[config.mk]
export PLATFORM = sky130hd
export DESIGN_NAME = bcd_clock_with_set_buttons_unit
export DESIGN_NICKNAME = d
export VERILOG_FILES = /design/src/rtl/bcdclk_pkg.sv /design/src/rtl/bcd_clock_with_set_buttons_unit.sv
export SDC_FILE = /design/constraint.sdc
export NUM_CORES = 1
export LEC_CHECK = 0
export BUFFER_PORTS_ARGS = -buffer_cell sky130_fd_sc_hd__buf_2
export CAP_MARGIN = 15
export CORE_MARGIN = 2
export CORE_UTILIZATION = 40
export CTS_CLUSTER_DIAMETER = 60
export CTS_CLUSTER_SIZE = 24
export DETAILED_ROUTE_END_ITERATION = 6
export GPL_ROUTABILITY_DRIVEN = 0
export MAX_ROUTING_LAYER = met4
export PLACE_DENSITY_LB_ADDON = 0.1
export SLEW_MARGIN = 20
export SYNTH_ARGS = -nofsm -noshare
export SYNTH_HDL_FRONTEND = slang
export SYNTH_SLANG_ARGS = --single-unit
[constraint.sdc]
create_clock -name clk -period 6.1 [get_ports clk]
set_input_delay 0 -clock clk [delete_from_list [all_inputs] [get_ports clk]]
set_output_delay 0 -clock clk [all_outputs]
set_load 0.01 [all_outputs]
[src/rtl/bcdclk_pkg.sv]
// Shared constants and types for the BCD time-of-day clock.
package bcdclk_pkg;

	localparam int unsigned IN_BITS  = 4;
	localparam int unsigned IN_BYTES = (IN_BITS + 7) / 8;
	localparam int unsigned OUT_BITS = 24;
	localparam int unsigned OUT_BYTES = (OUT_BITS + 7) / 8;

	localparam logic [7:0] TPS_RESET = 8'd100;

	// Column codes for the digit being set.
	localparam logic [2:0] COL_SEC_UNITS  = 3'd0;
	localparam logic [2:0] COL_SEC_TENS   = 3'd1;
	localparam logic [2:0] COL_MIN_UNITS  = 3'd2;
	localparam logic [2:0] COL_MIN_TENS   = 3'd3;
	localparam logic [2:0] COL_HOUR_UNITS = 3'd4;
	localparam logic [2:0] COL_HOUR_TENS  = 3'd5;

	// Last value of each digit before it wraps, and the hour-units value that wraps hour 2x.
	localparam logic [3:0] UNITS_LAST   = 4'd9;
	localparam logic [2:0] TENS_LAST    = 3'd5;
	localparam logic [1:0] HTENS_LAST   = 2'd2;
	localparam logic [3:0] HUNITS_WRAP  = 4'd4;

	typedef struct packed {
		logic [1:0] hour_tens;
		logic [3:0] hour_units;
		logic [2:0] min_tens;
		logic [3:0] min_units;
		logic [2:0] sec_tens;
		logic [3:0] sec_units;
	} clock_time_t;

	localparam clock_time_t TIME_RESET = '{
		hour_tens:  2'd1,
		hour_units: 4'd1,
		min_tens:   3'd1,
		min_units:  4'd1,
		sec_tens:   3'd1,
		sec_units:  4'd0
	};

endpackage

[src/rtl/bcd_clock_with_set_buttons_unit.sv]
// BCD 24-hour clock with run/set switch and two set buttons: top level.
//
// Usage:
//   s_axis carries one sample period per transfer. tdata bit 0 is tick,
//   bit 1 run_switch_n, bit 2 column_button_n, bit 3 add_button_n.
//   m_axis returns one transfer per sample with all six BCD digits, the
//   selected digit and the setting flag, taken after that sample's update.
//   cfg_valid/cfg_ready/cfg_data writes ticks_per_second (0 acts like 1);
//   cfg_ready is always high. Write it only while the block is idle.
// Timing:
//   A sample accepted on s_axis lands in the input register, and its
//   result is registered in the clock state once the output is free or
//   taken. The clock state registers double as the result register, so one
//   sample per cycle is sustained while m_axis_tready is high; the carry chain through the six digits sets the path.
// Reset:
//   arst_n clears both stages, sets the time to 11:11:10, column 0, the
//   prescaler to 0 and ticks_per_second to 100.
// Stall:
//   While m_axis_tready is low the result and clock state hold; at most one
//   more sample is taken into the input register, then s_axis_tready drops.
module bcd_clock_with_set_buttons_unit
	import bcdclk_pkg::*;
(
	input  logic                     clk,
	input  logic                     arst_n,
	input  logic                     s_axis_tvalid,
	output logic                     s_axis_tready,
	// tick, run_switch_n, column_button_n, add_button_n, zero pad
	input  logic [IN_BYTES*8-1:0]    s_axis_tdata,
	output logic                     m_axis_tvalid,
	input  logic                     m_axis_tready,
	// sec_units[3:0], sec_tens[6:4], min_units[10:7], min_tens[13:11],
	// hour_units[17:14], hour_tens[19:18], selected_digit[22:20], setting_mode[23]
	output logic [OUT_BYTES*8-1:0]   m_axis_tdata,
	input  logic                     cfg_valid,
	output logic                     cfg_ready,
	input  logic [7:0]               cfg_data
);

	logic        valid_s1;
	logic        tick_s1, run_s1, col_lvl_s1, add_lvl_s1;
	logic        out_valid_q;
	logic        advance;
	logic [7:0]  tps_q;
	logic [7:0]  presc_q, presc_d;
	clock_time_t time_q, time_d, tick_time, set_time;
	logic [2:0]  col_q, col_d;
	logic        col_held_q, add_held_q;
	logic        mode_q;
	logic [8:0]  presc_inc;
	logic        sec_pulse;
	logic        col_fall, add_fall;
	logic        c_su, c_st, c_mu, c_mt;
	logic [3:0]  hu_inc;
	logic [2:0]  ht_inc;

	assign advance       = valid_s1 && (!out_valid_q || m_axis_tready);
	assign s_axis_tready = !valid_s1 || advance;
	assign cfg_ready     = 1'b1;
	assign m_axis_tvalid = out_valid_q;
	assign m_axis_tdata  = {mode_q, col_q, time_q};

	// Run mode: prescaler and carry chain.
	always_comb begin
		presc_inc = {1'b0, presc_q} + 9'd1;
		sec_pulse = tick_s1 && (presc_inc >= {1'b0, tps_q});
		c_su = time_q.sec_units >= UNITS_LAST;
		c_st = c_su && (time_q.sec_tens >= TENS_LAST);
		c_mu = c_st && (time_q.min_units >= UNITS_LAST);
		c_mt = c_mu && (time_q.min_tens >= TENS_LAST);
		tick_time = time_q;
		tick_time.sec_units = c_su ? 4'd0 : time_q.sec_units + 4'd1;
		if (c_su) begin
			tick_time.sec_tens = c_st ? 3'd0 : time_q.sec_tens + 3'd1;
		end
		if (c_st) begin
			tick_time.min_units = c_mu ? 4'd0 : time_q.min_units + 4'd1;
		end
		if (c_mu) begin
			tick_time.min_tens = c_mt ? 3'd0 : time_q.min_tens + 3'd1;
		end
		hu_inc = time_q.hour_units + 4'd1;
		ht_inc = {1'b0, time_q.hour_tens};
		if (time_q.hour_units >= UNITS_LAST) begin
			hu_inc = 4'd0;
			ht_inc = {1'b0, time_q.hour_tens} + 3'd1;
		end
		if (c_mt) begin
			// Wrap 24:00 and any hand-set hour past it to midnight.
			if (ht_inc > {1'b0, HTENS_LAST} ||
			    (ht_inc == {1'b0, HTENS_LAST} && hu_inc >= HUNITS_WRAP)) begin
				tick_time.hour_units = 4'd0;
				tick_time.hour_tens  = 2'd0;
			end else begin
				tick_time.hour_units = hu_inc;
				tick_time.hour_tens  = ht_inc[1:0];
			end
		end
	end

	// Set mode: button edges, column select, per-digit bump without carry.
	always_comb begin
		col_fall = !col_lvl_s1 && !col_held_q;
		add_fall = !add_lvl_s1 && !add_held_q;
		col_d = col_q;
		if (col_fall) begin
			col_d = (col_q >= COL_HOUR_TENS) ? COL_SEC_UNITS : col_q + 3'd1;
		end
		set_time = time_q;
		if (add_fall) begin
			case (col_d)
				COL_SEC_UNITS: set_time.sec_units =
					(time_q.sec_units >= UNITS_LAST) ? 4'd0 : time_q.sec_units + 4'd1;
				COL_SEC_TENS: set_time.sec_tens =
					(time_q.sec_tens >= TENS_LAST) ? 3'd0 : time_q.sec_tens + 3'd1;
				COL_MIN_UNITS: set_time.min_units =
					(time_q.min_units >= UNITS_LAST) ? 4'd0 : time_q.min_units + 4'd1;
				COL_MIN_TENS: set_time.min_tens =
					(time_q.min_tens >= TENS_LAST) ? 3'd0 : time_q.min_tens + 3'd1;
				COL_HOUR_UNITS: set_time.hour_units =
					(time_q.hour_units >= UNITS_LAST) ? 4'd0 : time_q.hour_units + 4'd1;
				default: set_time.hour_tens =
					(time_q.hour_tens >= HTENS_LAST) ? 2'd0 : time_q.hour_tens + 2'd1;
			endcase
		end
	end

	always_comb begin
		presc_d = presc_q;
		time_d  = time_q;
		if (run_s1) begin
			if (tick_s1) begin
				presc_d = sec_pulse ? 8'd0 : presc_inc[7:0];
			end
			if (sec_pulse) begin
				time_d = tick_time;
			end
		end else begin
			time_d = set_time;
		end
	end

	always_ff @(posedge clk or negedge arst_n) begin
		if (!arst_n) begin
			valid_s1   <= 1'b0;
			tick_s1    <= 1'b0;
			run_s1     <= 1'b1;
			col_lvl_s1 <= 1'b1;
			add_lvl_s1 <= 1'b1;
		end else if (s_axis_tready) begin
			valid_s1   <= s_axis_tvalid;
			tick_s1    <= s_axis_tdata[0];
			run_s1     <= s_axis_tdata[1];
			col_lvl_s1 <= s_axis_tdata[2];
			add_lvl_s1 <= s_axis_tdata[3];
		end
	end

	always_ff @(posedge clk or negedge arst_n) begin
		if (!arst_n) begin
			tps_q <= TPS_RESET;
		end else if (cfg_valid && cfg_ready) begin
			tps_q <= cfg_data;
		end
	end

	always_ff @(posedge clk or negedge arst_n) begin
		if (!arst_n) begin
			out_valid_q <= 1'b0;
			presc_q     <= 8'd0;
			time_q      <= TIME_RESET;
			col_q       <= COL_SEC_UNITS;
			col_held_q  <= 1'b0;
			add_held_q  <= 1'b0;
			mode_q      <= 1'b0;
		end else begin
			if (advance) begin
				out_valid_q <= 1'b1;
				presc_q     <= presc_d;
				time_q      <= time_d;
				mode_q      <= !run_s1;
				if (!run_s1) begin
					col_q      <= col_d;
					col_held_q <= !col_lvl_s1;
					add_held_q <= !add_lvl_s1;
				end
			end else if (m_axis_tready) begin
				out_valid_q <= 1'b0;
			end
		end
	end

	// Hold the prescaler in set mode.
	a_presc_hold_set: assert property (@(posedge clk) disable iff (!arst_n)
		(advance && !run_s1) |=> $stable(presc_q))
		else $error("prescaler moved in set mode");

	// Hold the clock state while a result waits.
	a_state_hold_stall: assert property (@(posedge clk) disable iff (!arst_n)
		(out_valid_q && !m_axis_tready) |=> ($stable(time_q) && $stable(col_q)))
		else $error("clock state changed under a stalled result");

	a_column_range: assert property (@(posedge clk) disable iff (!arst_n)
		col_q <= COL_HOUR_TENS)
		else $error("selected column out of range");

	a_digit_range: assert property (@(posedge clk) disable iff (!arst_n)
		(time_q.sec_units <= UNITS_LAST) && (time_q.sec_tens <= TENS_LAST) &&
		(time_q.min_units <= UNITS_LAST) && (time_q.min_tens <= TENS_LAST) &&
		(time_q.hour_units <= UNITS_LAST) && (time_q.hour_tens <= HTENS_LAST))
		else $error("BCD digit out of range");

	// Drop input ready only when the input register is stuck behind the output.
	a_ready_stall: assert property (@(posedge clk) disable iff (!arst_n)
		!s_axis_tready |-> (valid_s1 && out_valid_q && !m_axis_tready))
		else $error("input ready dropped without a stall");

endmodule

# --- Word-level counts from Yosys, hierarchy flattened ---
# Index checks and enable logic that the tools add are counted.
word_totals:
  reg_bits: 48
  input_bits: 21
  out_inout_bits: 27
  wordCells: 113
op_classes:
  add_sub_neg: 9
  order_cmp: 10
  n_eq_ne: 11
  muxes: 29
  bitwise_logic: 1
  reduce_logical: 35
op_table:
  columns: ["cell", "n"]
  rows:
  - ["$mux 20", 3]
  - ["$mux 3", 11]
  - ["$mux 4", 8]
  - ["$reduce_and 5->1", 5]
  - ["$reduce_bool 2->1", 7]
  - ["$add 4x1->4 const B", 3]
  - ["$ge 4x4->1 const B", 3]
  - ["$mux 6", 2]
  - ["$ne 2x1->1 const B", 6]
  - ["$add 3x1->3 const B", 3]
  - ["$add 8x1->9 const B", 1]
  - ["$eq 3x2->1 const B", 3]
  - ["$ge 3x3->1 const B", 3]
  - ["$ge 9x8->1", 1]
  - ["$logic_and 1x1->1", 8]
  - ["$mux 8", 1]
  - ["$logic_not 1->1", 7]
  - ["$reduce_or 5->1", 1]
  - ["$ge 4x3->1 const B", 1]
  - ["$mux 2", 2]
  - ["$reduce_and 4->1", 1]
  - ["$add 2x1->3 const B", 1]
  - ["$eq 3x1->1 const B", 1]
  - ["$eq 3x3->1 const B", 1]
  - ["other kinds (9)", 12]

# --- Longest topological paths before layout ---
depth:
  word_depth: 9
  ltp_mapped: 11

# --- Least setup slack after synthesis ---
# No wires, ideal clock.
synth_timing:
  path_type: "register -> register"
  from: "register presc_q[0]"
  to: "register time_q, in the netlist m_axis_tdata[0]"
  setup_time_ns: 0.125
  arrival_ns: 2.480
  path_slack_ns: 3.495
  path_stages_with_launch: 12
  n_path_buf: 0
  period_less_slack_ns: 2.605
  cell_sequence: "dfrtp_1 -> ha_1 -> and3_1 -> nand3_1 -> xnor2_1 -> ha_1 -> nand2_1 -> o21ai_0 -> a21oi_1 -> o21a_1 -> nor3_2 -> mux2_4"
synth_between:
  elab_chain_len: 5
synth_rtl:
  columns: ["element", "line", "source"]
  rows:
  - ["start, declared", "bcd_clock_with_set_buttons_unit.sv:45", "logic [7:0] presc_q, presc_d;"]
  - ["start signal, assigned", "bcd_clock_with_set_buttons_unit.sv:179", "presc_q <= presc_d;"]
  - ["$add 8x1->9", "bcd_clock_with_set_buttons_unit.sv:65", "presc_inc = {1'b0, presc_q} + 9'd1;"]
  - ["$ge 9x8->1", "bcd_clock_with_set_buttons_unit.sv:66", "sec_pulse = tick_s1 && (presc_inc >= {1'b0, tps_q});"]
  - ["$logic_and 1x1->1", "bcd_clock_with_set_buttons_unit.sv:66", null]
  - ["$ne 2x1->1 (no line)", null, null]
  - ["$reduce_and 4->1 (no line)", null, null]
  - ["end signal, assigned", "bcd_clock_with_set_buttons_unit.sv:180", "time_q <= time_d;"]
  - ["end, declared", "bcd_clock_with_set_buttons_unit.sv:46", "clock_time_t time_q, time_d, tick_time, set_time;"]
# No other way between the ends.
# A chain may end at the register's enable or synchronous reset.

# --- Worst setup path in the final report ---
# Ends and elaborated chain as after synthesis.

==> impl_metrics.ini <==
[global_routing]
grt_pass1_wl_um = 10800
grt_pass1_vias = 2292
antenna_found_initial = 0
overflow = 0
grt_max_degree = 49
track_usage_pct = 16.1

[floorplan]
die_h_um = 92.0
start_util_pct = 40.7
ios = 48
dieWidth_um = 92.0
row_count = 32
dieArea_sq_mm = 0.00847
core_area_sq_mm = 0.00761

[logic_synthesis]
synth_area_leader_cell = dfrtp_1
synthAdderAreaFrac_pct = 10.9
synth-simple-area-share_pct = 19.5
synth_compound_area_share_pct = 15.9
syn-num-nets = 374
synth-edff-count = 0
synth.avg_cell_area_sq_um = 9.51
synth_xor_xnor_area_share_pct = 1.98
yosysTopAreaCellShare_pct = 29.9
synth_area_sq_mm = 0.00310
ys_seq_elements = 48
synthCells = 326
ys_seq_area_share_pct = 39.2
ys.flop_type = dfrtp_1
synth_mux_area_share_pct = 7.15
async_reset_ff_share_pct = 100
synthTopCellsByArea = dfrtp_1 (30%), ha_1 (11%), dfstp_2 (9.3%)
ys_types = 66
yosysWarnings = 0
synth_top_family_by_area = simple AND/OR/NAND/NOR gates

[final_layout]
nNetsFinal = 428
final_util_pct = 47.9
mostFrequentLayoutCell = buf_2
final_layout_size_suffix_gt1_share_pct = 23.4
areaGrowthSynthToFinish_pct = 17.6
final_cell_mix = buf_2 (42), nand2_1 (37), dfrtp_1 (37)
final_cells = 483
antenna_cells = 0

[sta]
fin_tns_setup_ps = 0
max_slew_margin_pct = 55.9
rsz0062_at_grt = no
final-setup-viol-count = 0
period_share_pct = 47.9
setup_ws_ps = 3180
fin_crit_ps = 2920
fin_skew_ps = 7.37
fmax_ghz = 0.342
finalHoldViolations = 0
drv_slew = 0
worst_pin_slew_ps = 656

[clocking]
clk_path_buf_depth = 2
ctsResizeCount = 0
htree_levels = 2
clock_latency_ps = 300
path_clk_slew_ps = 100
cts.sinks = 48
post_cts_buffers = 0
cts_tree = yes
hold_buffers = 14
cts-root-buf = clkbuf_8
numCtsBuffers = 5

[detailed_routing]
viasPerCell = 4.94
routedWlPerCell_um = 12.7
totalWireLength_um = 6110
drt_first_pass_iters = 4
drc = 0
ant_nets = 0
drt-initial-drc-count = 52
vias = 2386

[worst_setup_path]
crit_fanout = 6
crit_type = flop to flop
critical_path_arrival_ps = 3120
critical_path.most_common_cell = ha_1
crit_required_ps = 6300
end_kind = flop
start_kind = flop
cp_cell_sequence = ha_1 > and3_1 > nand3_1 > xnor2_1 > ha_1 > nand2_1 > o21ai_0 > a21oi_1 > o21a_1 > nor3_2 > mux2_4
r2r_slack_ps = 3180
slowest_stage = dfrtp_1
max_stage_delay_ps = 450

[placed_design]
dp.cells = 461
pre_cts_slack_ps = 3190
io_buffers = 42
hpwl_um = 4480

[power]
ir_worst_vdd_v = 0.000163
leakage_nw = 1.74
fin_total_pwr_mw = 1.28
power.density_mw_per_mm2 = 351

[outcome]
outcome = completed

[run]
cap_viol_max_count = 0

[worst_hold_path]
hold_path_class = input pin to flop
-- Yosys cell counts, types with 4 or more instances --
library cell / instances
a21oi_1: 14
and3_1: 4
buf_2: 4
dfrtp_1: 37
dfstp_2: 11
ha_1: 27
inv_1: 30
mux2_2: 12
mux2i_1: 6
nand2_1: 37
nand2b_1: 10
nand3_1: 6
nor2_1: 12
nor2b_1: 7
o211ai_1: 5
o21ai_0: 24
o31ai_1: 4
xnor2_1: 4
-- routing by layer --
layer  wire [um]  up-vias  GRT usage, %
met3         210        5          3.29
met5           0        -             -
li1            -     1255             -
met2        2630       40          24.6
met4          71        0          4.10
met1        3200     1086          22.1
-- area by class of cell --
type / instances / area [sq um]
fillers: 761 / 3960
multi-input cells: 238 / 1720
flip-flops and latches: 48 / 1210
repair buffers: 57 / 358
well taps: 102 / 128
inverters: 30 / 113
clock buffers: 5 / 68.8
clock inverters: 3 / 42.5
-- worst max-delay path, delay by kind of cell (launching register included) --
family / cells / cell delay (ps)
AND/OR/NAND/NOR: 4 / 830
AO/OA/AOI/OAI: 3 / 540
adder cells (fa/ha/maj): 2 / 500
flip-flops: 1 / 450
multiplexers: 1 / 330
XOR/XNOR: 1 / 160
-- sequential cells by signal, summed over array words and instances, names as in the netlist, 3 cells and up --
register	count
tps_q	8
m_axis_tdata	20
presc_q	8
col_q	3
-- kinds of logic (layout without fill, tap and decap cells) --
| group | after synthesis | in the layout |
|---|---|---|
| buf+inv | 40 | 95 |
| xor+xnor | 7 | 7 |
| simple gates | 108 | 108 |
| fa+ha+maj | 27 | 27 |
| other cells | 1 | 1 |
| compound gates | 75 | 75 |
| mux | 20 | 20 |
| flops | 48 | 48 |
-- power by group --
| group | total (mW) | switching (mW) | internal [mW] |
|---|---|---|---|
| Combinational | 0.521 | 0.279 | 0.242 |
| Sequential | 0.525 | 0.118 | 0.407 |
| Clock | 0.236 | 0.114 | 0.122 |
| Total | 1.28 | 0.511 | 0.770 |
-- stage by stage --
stage / hold slack, ps / instance area, sq um
floorplan: -296 / 3100
global placement: 148 / 3390
detailed placement: 158 / 3390
CTS: 7.70 / 3650
global route: 45.7 / 3650
finish: 5.52 / 3650
-- path summary, 6_finish.rpt --
check                           start          endpoint  cells after the start
setup / recovery           presc_q[0]   m_axis_tdata[0]                     11
hold / removal              cfg_valid          tps_q[2]                      3
setup reg to reg           presc_q[0]   m_axis_tdata[0]                     11
hold reg to reg                mode_q            mode_q                      2
max in group asynchronous      arst_n  m_axis_tdata[17]                      3
min in group asynchronous      arst_n          tps_q[7]                      3
Power figures use the tool's default switching activity.
